File: src/rtl/core/assert_macros.svh
// ----------------------------------------------------------------------------
// assert_macros.svh
// Assertion macros used by the ancestor engine.
// ----------------------------------------------------------------------------
`ifndef ASSERT_MACROS_SVH
`define ASSERT_MACROS_SVH

// checked property, switched off while reset is high
`define BLA_ASSERT(label, clk, rst, prop, msg) \
  label: assert property (@(posedge clk) disable iff (rst) prop) \
    else $error(msg);

// checked property, also watched during reset
`define BLA_ASSERT_NR(label, clk, prop, msg) \
  label: assert property (@(posedge clk) prop) \
    else $error(msg);

`endif

File: src/rtl/core/bla_pkg.sv
// ----------------------------------------------------------------------------
// bla_pkg
// Types and constants of the binary lifting ancestor engine.
// ----------------------------------------------------------------------------
package bla_pkg;

  localparam int NODE_W = 10;
  localparam int STEP_W = 10;
  localparam int DIST_W = 11;
  localparam int MODE_W = 2;
  localparam int ALU_W  = 11;

  typedef logic [NODE_W-1:0] node_t;
  typedef logic [NODE_W-1:0] level_t;
  typedef logic [STEP_W-1:0] step_t;
  typedef logic [DIST_W-1:0] dist_t;
  typedef logic [ALU_W-1:0]  alu_word_t;

  // item modes
  typedef enum logic [MODE_W-1:0] {
    MODE_ADD  = 2'd0,
    MODE_KTH  = 2'd1,
    MODE_LCA  = 2'd2,
    MODE_DIST = 2'd3
  } mode_t;

  // one ancestor table entry: present flag and ancestor node
  typedef struct packed {
    logic  ok;
    node_t id;
  } anc_ent_t;

  // per node record: loaded flag and depth
  typedef struct packed {
    logic   loaded;
    level_t level;
  } info_t;

  typedef enum logic {
    ALU_ADD = 1'b0,
    ALU_SUB = 1'b1
  } alu_op_t;

  typedef struct packed {
    alu_op_t   op;
    alu_word_t a;
    alu_word_t b;
  } alu_req_t;

  typedef struct packed {
    alu_word_t res;
    logic      borrow;
  } alu_rsp_t;

endpackage

File: src/rtl/core/bla_alu.sv
// ----------------------------------------------------------------------------
// bla_alu
// Shared add/subtract unit; borrow doubles as the less-than compare.
// ----------------------------------------------------------------------------
module bla_alu import bla_pkg::*; (
  input  alu_req_t req,
  output alu_rsp_t rsp
);

  logic [ALU_W:0] wide;

  // add or subtract one bit wider; the extra bit gives the borrow
  always_comb begin
    case (req.op)
      ALU_SUB: wide = {1'b0, req.a} - {1'b0, req.b};
      ALU_ADD: wide = {1'b0, req.a} + {1'b0, req.b};
      default: wide = '0;
    endcase
    rsp.res    = wide[ALU_W-1:0];
    rsp.borrow = (req.op == ALU_SUB) ? wide[ALU_W] : 1'b0;
  end

endmodule
File: config.mk
export PLATFORM = sky130hd
export DESIGN_NAME = bla_alu
export DESIGN_NICKNAME = d
export VERILOG_FILES = /design/src/rtl/core/assert_macros.svh /design/src/rtl/core/bla_pkg.sv /design/src/rtl/core/bla_alu.sv
export SDC_FILE = /design/constraint.sdc
export NUM_CORES = 1
export LEC_CHECK = 0
export ABC_AREA = 1
export BUFFER_PORTS_ARGS = -buffer_cell sky130_fd_sc_hd__buf_4
export CAP_MARGIN = 10
export CORE_AREA = 4 4 50 52
export DETAILED_ROUTE_END_ITERATION = 10
export DIE_AREA = 0 0 54 56
export PLACE_DENSITY = 0.72
export SLEW_MARGIN = 15
export SYNTH_ARGS = -nofsm -noshare
export SYNTH_HDL_FRONTEND = slang
export SYNTH_SLANG_ARGS = --single-unit
File: constraint.sdc
create_clock -name vclk -period 2.65
set_clock_uncertainty 0.1 [all_clocks]
set_input_delay 0.1325 -clock vclk [all_inputs]
set_output_delay 0.1325 -clock vclk [all_outputs]
set_load 0.1 [all_outputs]
# Yosys cells after proc, flatten, opt, wreduce, memory -nomap -nowiden
# Index checks and enable logic that the tools add are counted.
# Widths: inputs -> output; s select.
# word_totals
reg_bits	0
in_bits	23
out_inout_bits	12
wordCells	5
# op_classes
addsub	2
mux	2
n_bitwise	1
# op_table
op	n
$pmux 12 s2	1
$add 11x11->12	1
$sub 11x11->12	1
$mux 1	1
$not 1->1	1

# Depth between registers and ports, before layout
# Gate-level depths: netlist (run 1).
# depth
word_depth	3
ltp_mapped	16
depth_no_buf	16

# Worst setup path after synthesis (run 1)
# Ideal clock, no wire load.
# synth_timing
kind	in2out
startpoint	in req[0] (netlist name)
endpoint	out rsp[0] (netlist name)
arrival_ns	2.990
required_ns	2.418
path_slack_ns	-0.573
stages	13
n_path_buf	0
cell_sequence	inv_1 -> ha_1 -> inv_1 -> nor2_1 -> nand3_1 -> nand2_1 -> xor2_1 -> ha_1 -> nand2_1 -> inv_1 -> a21oi_1 -> nand2_1 -> a21oi_1
# synth_lines
item	line	source
start: declaration	bla_alu.sv:6	input alu_req_t req,
end: declaration	bla_alu.sv:7	output alu_rsp_t rsp

==> run summary, run 1 <==
* **result of the run** complete, no violations
* **number of detailed-route iterations in the first pass** 4
* **maximum fanout count along the critical path** 4
* **met3 Use GR** 0%
* **worst supply voltage drop on vdd** 441 uV
* **final-report max-slew violation count** 0
* **start-to-end type of the worst setup path** input port to output port
* **grt peak-use layer** met2
* **total inserted antenna cells** 0
* **area of placed instances** 1240 sq um
* **mean number of vias per cell** 4.75
* **wire length of the first global-routing pass** 3830 um
* **met2 usage in global routing** 29.8%
* **routed length per placed instance** 10.2 um
* **number of top-level pins** 35
* **switching share of power** 71.1%
* **starting density of the core** 42.2%
* **area added between synthesis and finish** 47.7%
* **Mapped Avg Cell Area** 5.08 sq um
* **Min-Delay Path Class** input port to output port
* **clock buffers** 0
* **final estimated routing congestion in global placement** 0.828
* **antenna violations before repair** 0
* **Placed Cells** 238
* **final worst path period need** 2.44 ns
* **CTS-repair resized insts** 0
* **post-layout instance area** 1310 sq um
* **IO Port Bufs** 35
* **core box area** 2110 sq um
* **final global-route overflow total** 0
* **pin count of the biggest net entering global routing** 9
* **worst-case headroom to the max-slew limit** 76.5%
* **share of the synthesized area in compound gates (AO/OA/AOI/OAI)** 6.75%
* **post-CTS setup-driven buffer insertion count** 0
* **FFs & Latches** 0
* **final setup vio count** 0
* **Post-Synth Simple-Gate Area** 50.5%
* **Cell Area, Synth** 890 sq um
* **half-perimeter wire length of the detailed placement result** 2140 um
* **pwr dens** 580 nW/um^2
* **DIE AREA** 3020 sq um
* **category of the worst setup path capture point** output port
* **Peak Freq** 410 MHz
* **floorplan die height** 56 um
* **Slew @ Worst Pin** 0.348 ns
* **die extent in x** 54 um
* **final-stage net count** 248
* **synthesized netlist net count** 211
* **Syn. warnings** 0
* **total via count in the routed design** 1,130
* **setup TNS after final layout** 0 ns
* **global-route track usage on met1** 20.0%
* **count of non-filler cells in the finished layout** 238
* **unrepaired setup endpoints after global routing** no
* **switching component of the power** 541 uW
* **floorplan row count** 17
* **number of distinct library cell variants in the gate-level netlist after synthesis** 17
* **startpoint types** input port
* **proportion of power drawn by combinational gates** 100.0%
* **post-synthesis mux area share** 0%
* **internal power** 220 uW
* **post-synthesis share of cell area spent on xor and xnor gates** 8.86%
* **combinational family with the most area after synthesis** simple AND/OR/NAND/NOR gates
* **area share of fa/ha/maj cells after synthesis** 19.1%
* **part of the power in registers** 0%
* **Clock power frac** 0%
* **final routed DRC violation total** 0
* **Static Leak** 0.784 nW
* **arrival time of the worst setup path** 2.21 ns
* **vias in the first global route** 1,029
* **post-synthesis sequential area ratio** 0%
* **number of violations of the max-capacitance limit** 0
* **required time of the critical path** 2.42 ns
* **proportion of layout cells with a drive suffix above 1** 23.8%
* **hold buffer count at CTS** 0
* **Post-Synthesis Cells** 175
* **sequential cell area** 0 sq um
* **Hold Fails Final Rpt** 0
* **WL final** 2430 um
* **global-route usage over all layers** 15.6%
* **DRT iter0 DRCs** 12
* **count of nets left with antenna violations after detail routing** 0
* **final period utilization** 92.2%
-- per-stage QoR --
| step | setup WS [ns] | utilization (%) | hold WS, ns | power (mW) |
|---|---|---|---|---|
| final | 0.208 | 62.4 | 0.628 | 0.761 |
| after detailed placement | 0.0239 | 58.9 | 0.635 | 0.715 |
| after floorplan | -0.126 | - | 0.426 | 0.572 |
| after global placement | 0.0832 | 58.9 | 0.622 | 0.708 |
| after CTS | 0.0230 | 58.9 | 0.636 | 0.716 |
| after global routing | 0.00886 | 62.4 | 0.642 | 0.804 |
-- cell families (layout without fill, tap and decap cells) --
family	after synthesis	after routing
AO/OA/AOI/OAI	12	12
XOR/XNOR	9	9
AND/OR/NAND/NOR	106	106
buffers and inverters	35	70
adder cells (fa/ha/maj)	13	13
-- power groups by stage --
| stage | Combinational [mW] | Clock [mW] | Sequential (mW) |
|---|---|---|---|
| 5_1_grt | 0.804 | 0 | 0 |
| 6_report | 0.761 | 0 | 0 |
| 3_5_place_dp | 0.715 | 0 | 0 |
| 4_1_cts | 0.716 | 0 | 0 |
| 2_1_floorplan | 0.572 | 0 | 0 |
| 3_3_place_gp | 0.708 | 0 | 0 |
-- per-layer routing --
layer | vias to the layer above | share of wire, %
met2 | 17 | 53
met5 | - | 0
li1 | 615 | -
met4 | 0 | 0
met1 | 498 | 43
met3 | 0 | 3.4
-- final timing paths --
path,depth (start not counted),endpoint,from,slack [ns]
max,15,rsp[0],req[0],0.21
min,4,rsp[1],req[0],0.63
-- Yosys cell counts (2+ instances only) --
cell / number / area [sq um]
sky130_fd_sc_hd__a21oi_1: 9 / 45.0
sky130_fd_sc_hd__ha_1: 12 / 150
sky130_fd_sc_hd__inv_1: 35 / 131
sky130_fd_sc_hd__nand2_1: 63 / 236
sky130_fd_sc_hd__nand3_1: 16 / 80.1
sky130_fd_sc_hd__nand3b_1: 2 / 15.0
sky130_fd_sc_hd__nand4_1: 4 / 25.0
sky130_fd_sc_hd__nor2_1: 16 / 60.1
sky130_fd_sc_hd__o21ai_0: 3 / 15.0
sky130_fd_sc_hd__xor2_1: 8 / 70.1
-- critical path, stage by stage --
cell and delay [ns]:
sky130_fd_sc_hd__buf_4 0.11, sky130_fd_sc_hd__inv_1 0.10, sky130_fd_sc_hd__ha_1 0.17, sky130_fd_sc_hd__inv_1 0.06
sky130_fd_sc_hd__nor2_2 0.11, sky130_fd_sc_hd__nand3_1 0.09, sky130_fd_sc_hd__nand2_2 0.11, sky130_fd_sc_hd__xor2_2 0.16
sky130_fd_sc_hd__ha_2 0.33, sky130_fd_sc_hd__nand2_1 0.12, sky130_fd_sc_hd__inv_1 0.05, sky130_fd_sc_hd__a21oi_1 0.16
sky130_fd_sc_hd__nand2_2 0.12, sky130_fd_sc_hd__a21oi_2 0.17, sky130_fd_sc_hd__buf_8 0.21
-- layout make-up --
cell class                      instances  area (sq um)
Fill cell                             205           792
Inverter                               35           131
Multi-Input combinational cell        140           841
Tap cell                               28          35.0
Timing Repair Buffer                   35           307
-- cell usage in the layout, fill, tap and decap left out, drive strengths merged --
master and count:
nor2 16, nand3b 2, nor3 1, o21ai 3, xor2 8, and2 1, fa 1, a21oi 9
buf 35, inv 35, or2 2, ha 12, nand4 4, nand2 64, xnor2 1, nand3 16
(Power assumes the default switching activity.)
==> inputs of run 2 (changes only) <==
- CORE_AREA: 4 4 50 52 -> 4 4 45 57
- DIE_AREA: 0 0 54 56 -> 0 0 49 61
- PLACE_DENSITY: 0.72 -> 0.73
- RECOVER_POWER: default -> 25
==> run 2 against run 1 <==
  * Highest routed layer unchanged
  * Cell area shrank 1.0%
  * Count of clock-buffer cells in the layout is the same
  * Via count shrank 2.4%
  * Critical path depth is the same
  * Sequential cell count is the same
==> run summary, run 2 (synthesis results as in run 1) <==
* **result of the run** complete, no violations
* **count of nets left with antenna violations after detail routing** 0
* **die extent in x** 49 um
* **core box area** 1980 sq um
* **final estimated routing congestion in global placement** 0.859
* **total of fill cells in the finished design** 196
* **post-CTS setup-driven buffer insertion count** 0
* **proportion of power drawn by combinational gates** 100.0%
* **pin count of the biggest net entering global routing** 9
* **total via count in the routed design** 1,103
* **WL final** 2450 um
* **global-route usage over all layers** 15.7%
* **starting density of the core** 44.9%
* **part of the power in registers** 0%
* **worst supply voltage drop on vdd** 327 uV
* **setup TNS after final layout** 0 ns
* **arrival time of the worst setup path** 2.26 ns
* **Static Leak** 0.779 nW
* **category of the worst setup path capture point** output port
* **sequential cell area** 0 sq um
* **DIE AREA** 2990 sq um
* **wire length of the first global-routing pass** 3950 um
* **number of top-level pins** 35
* **total inserted antenna cells** 0
* **area added between synthesis and finish** 46.1%
* **final-stage net count** 248
* **internal power** 214 uW
* **final routed DRC violation total** 0
* **Hold Fails Final Rpt** 0
* **mean number of vias per cell** 4.80
* **worst hold margin** 0.647 ns
* **start-to-end type of the worst setup path** input port to output port
* **Peak Freq** 401 MHz
* **maximum fanout count along the critical path** 4
* **routed length per placed instance** 10.7 um
* **final worst path period need** 2.49 ns
* **final setup vio count** 0
* **antenna violations before repair** 0
* **switching share of power** 71.7%
* **proportion of layout cells with a drive suffix above 1** 23.8%
* **IO Port Bufs** 35
* **half-perimeter wire length of the detailed placement result** 2210 um
* **worst-case headroom to the max-slew limit** 22.9%
* **final period utilization** 94.1%
* **number of violations of the max-capacitance limit** 0
* **number of detailed-route iterations in the first pass** 4
* **area of placed instances** 1230 sq um
* **startpoint types** input port
* **floorplan die height** 61 um
* **pwr dens** 582 nW/um^2
* **final global-route overflow total** 0
* **total power** 756 uW
* **post-layout instance area** 1300 sq um
* **Slew @ Worst Pin** 1.16 ns
* **commonest cells after routing, fill and taps aside** sky130_fd_sc_hd__nand2_1, sky130_fd_sc_hd__inv_1, sky130_fd_sc_hd__buf_4
* **clock buffers** 0
* **Clock power frac** 0%
* **floorplan row count** 18
* **vias in the first global route** 1,024
* **switching component of the power** 542 uW
* **hold buffer count at CTS** 0
* **DRT iter0 DRCs** 27
* **required time of the critical path** 2.42 ns
* **Min-Delay Path Class** input port to output port
* **most common cell after layout, fill and taps aside** sky130_fd_sc_hd__nand2_1
* **FFs & Latches** 0
* **area occupied by multi-input gates** 846 sq um
* **final-report max-slew violation count** 0
## run 2: changes by cell type in the layout (fill, tap and decap cells not counted), sizes merged
| cell | previous run | this run |
|---|---|---|
| buf | 35 | 33 |
| clkbuf | 0 | 2 |
## run 2: repair_timing
item / CTS / global route
pin swaps: 0 / 3
endpoints found under the setup margin: 1 / 6
resized for setup: 1 / 17
## run 2: metrics by stage
step                setup slack, ns  utilization [%]  std cells
detailed placement         -0.00682             62.1        230
global placement             0.0769             62.1        230
finish                        0.157             65.6        230
floorplan                    -0.126                -        175
CTS                          0.0130             62.2        230
global route               -0.00574             65.6        230
## run 2: final cells by class
type / count / area share [%]
Inverter: 35 / 10.1
Multi-Input combinational cell: 140 / 65.1
Tap cell: 20 / 1.92
Timing Repair Buffer: 35 / 22.9
## run 2: critical path: stages
cell and delay [ns]:
sky130_fd_sc_hd__buf_4 0.12, sky130_fd_sc_hd__inv_1 0.10, sky130_fd_sc_hd__ha_1 0.18, sky130_fd_sc_hd__inv_1 0.06
sky130_fd_sc_hd__nor2_2 0.13, sky130_fd_sc_hd__a21oi_1 0.09, sky130_fd_sc_hd__xor2_1 0.13, sky130_fd_sc_hd__inv_1 0.05
sky130_fd_sc_hd__ha_1 0.37, sky130_fd_sc_hd__nand2_1 0.12, sky130_fd_sc_hd__nor2_1 0.18, sky130_fd_sc_hd__nand2_1 0.07
sky130_fd_sc_hd__nand3_1 0.11, sky130_fd_sc_hd__xor2_2 0.13, sky130_fd_sc_hd__buf_4 0.29
## run 2: final timing paths
check / endpoint / slack [ns] / startpoint / cells past startpoint
setup / recovery: rsp[7] / 0.16 / req[0] / 15
hold / removal: rsp[0] / 0.65 / req[22] / 4
## run 2: power groups by stage
| stage | sequential, mW | clock [mW] | combinational, mW |
|---|---|---|---|
| CTS | 0 | 0 | 0.720 |
| global placement | 0 | 0 | 0.710 |
| detailed placement | 0 | 0 | 0.715 |
| floorplan | 0 | 0 | 0.572 |
| finish | 0 | 0 | 0.756 |
| global route | 0 | 0 | 0.803 |
## run 2: per-layer routing
metal | global-route usage [%] | part of all wire [%] | up-vias
li1 | - | - | 613
met1 | 17.6 | 41 | 467
met2 | 34.5 | 55 | 23
met3 | 0.246 | 3.6 | 0
met4 | 0 | 0 | 0
met5 | 0 | 0 | -
==> inputs of run 3 (changes only) <==
- ABC_CLOCK_PERIOD_IN_PS: default -> 3000
- clock period: 2.65 -> 3 ns (I/O delays scaled with it)
==> run 3 against run 2 <==
  * Combinational power decreased by 18%
  * First-iteration DRC count decreased by 30%
  * Core utilization decreased by 5.0 points
  * Global-route usage increased by 0.88 points
  * Hold slack improved by 0.045 ns
  * Worst setup slack improved by 0.14 ns
  * Sequential share of layout area unchanged
  * Highest routed layer unchanged
==> run summary, run 3 (synthesis results as in run 1) <==
* **WL final** 2380 um
* **starting density of the core** 44.9%
* **IO Port Bufs** 35
* **commonest cells after routing, fill and taps aside** sky130_fd_sc_hd__nand2_1, sky130_fd_sc_hd__inv_1, sky130_fd_sc_hd__buf_4
* **final-report max-slew violation count** 0
* **Slew @ Worst Pin** 1.16 ns
* **pwr dens** 513 nW/um^2
* **Min-Delay Path Class** input port to output port
* **antenna violations before repair** 0
* **CTS-repair resized insts** 0
* **hold buffer count at CTS** 0
* **result of the run** complete, no violations
* **sequential cell area** 0 sq um
* **number of detailed-route iterations in the first pass** 4
* **post-CTS setup-driven buffer insertion count** 0
* **DRT iter0 DRCs** 19
* **count of nets left with antenna violations after detail routing** 0
* **half-perimeter wire length of the detailed placement result** 2190 um
* **area added between synthesis and finish** 35.0%
* **met2 usage in global routing** 36.4%
* **clock buffers** 0
* **floorplan die height** 61 um
* **required time of the critical path** 2.75 ns
* **final estimated routing congestion in global placement** 0.809
* **final period utilization** 90.1%
* **arrival time of the worst setup path** 2.45 ns
* **category of the worst setup path capture point** output port
* **wire length of the first global-routing pass** 4140 um
* **final worst path period need** 2.70 ns
* **vias in the first global route** 1,080
* **total inserted antenna cells** 0
* **most common cell after layout, fill and taps aside** sky130_fd_sc_hd__nand2_1
* **proportion of layout cells with a drive suffix above 1** 19.5%
* **mean number of vias per cell** 4.98
* **start-to-end type of the worst setup path** input port to output port
* **global-route usage over all layers** 16.6%
* **grt peak-use layer** met2
* **floorplan row count** 18
* **die extent in x** 49 um
* **worst-case headroom to the max-slew limit** 22.9%
* **number of violations of the max-capacitance limit** 0
* **met3 Use GR** 0.737%
* **global-route track usage on met1** 18.4%
* **unrepaired setup endpoints after global routing** no
* **final-stage net count** 248
* **pin count of the biggest net entering global routing** 9
* **Hold Fails Final Rpt** 0
* **maximum fanout count along the critical path** 4
* **final routed DRC violation total** 0
* **DIE AREA** 2990 sq um
* **startpoint types** input port
* **core box area** 1980 sq um
* **Static Leak** 0.758 nW
* **total via count in the routed design** 1,145
* **number of top-level pins** 35
* **final setup vio count** 0
* **worst supply voltage drop on vdd** 342 uV
* **Peak Freq** 370 MHz
* **setup TNS after final layout** 0 ns
* **routed length per placed instance** 10.3 um
* **FFs & Latches** 0
* **worst hold margin** 0.693 ns
* **final global-route overflow total** 0
## run 3: final timing paths
check  startpoint  slack, ns      to  cells after the start
max        req[0]       0.30  rsp[8]                     15
min       req[22]       0.69  rsp[0]                      4
## run 3: critical path, stage by stage
cell and delay, ns:
sky130_fd_sc_hd__buf_4 0.11, sky130_fd_sc_hd__inv_1 0.10, sky130_fd_sc_hd__ha_1 0.18, sky130_fd_sc_hd__inv_1 0.05
sky130_fd_sc_hd__nor2_1 0.16, sky130_fd_sc_hd__nand3_1 0.10, sky130_fd_sc_hd__nand2_1 0.12, sky130_fd_sc_hd__xor2_1 0.23
sky130_fd_sc_hd__ha_1 0.34, sky130_fd_sc_hd__nand2_1 0.15, sky130_fd_sc_hd__inv_1 0.05, sky130_fd_sc_hd__a21oi_1 0.13
sky130_fd_sc_hd__nand2_1 0.14, sky130_fd_sc_hd__xor2_2 0.14, sky130_fd_sc_hd__buf_4 0.30
## run 3: area by class of cell
type / count / area [sq um]
multi-input cells: 140 / 792
fillers: 203 / 781
inverters: 35 / 131
repair buffers: 35 / 253
well taps: 20 / 25.0
## run 3: routing by layer
metal  part of all wire [%]  routed length (um)  up-vias
li1                       -                   -      611
met1                     41                 978      504
met2                     54                1280       30
met3                    4.9                 117        0
met4                      0                   0        0
met5                      0                   0        -
## run 3: through the flow
| stage | util (%) | power [mW] | setup WS, ns | std cells | instance area, sq um |
|---|---|---|---|---|---|
| 2_1_floorplan | - | 0.497 | 0.233 | 175 | 923 |
| 3_3_place_gp | 61.1 | 0.619 | 0.388 | 230 | 1210 |
| 3_5_place_dp | 61.1 | 0.625 | 0.312 | 230 | 1210 |
| 4_1_cts | 61.1 | 0.626 | 0.306 | 230 | 1210 |
| 5_1_grt | 60.6 | 0.656 | 0.0826 | 230 | 1200 |
| 6_report | 60.6 | 0.617 | 0.296 | 230 | 1200 |
## run 3: power breakdown
| part | total, mW | internal, mW | leakage, nW | switching (mW) |
|---|---|---|---|---|
| Combinational | 0.617 | 0.152 | 0.758 | 0.465 |
| Sequential | 0 | 0 | 0 | 0 |
| Clock | 0 | 0 | 0 | 0 |
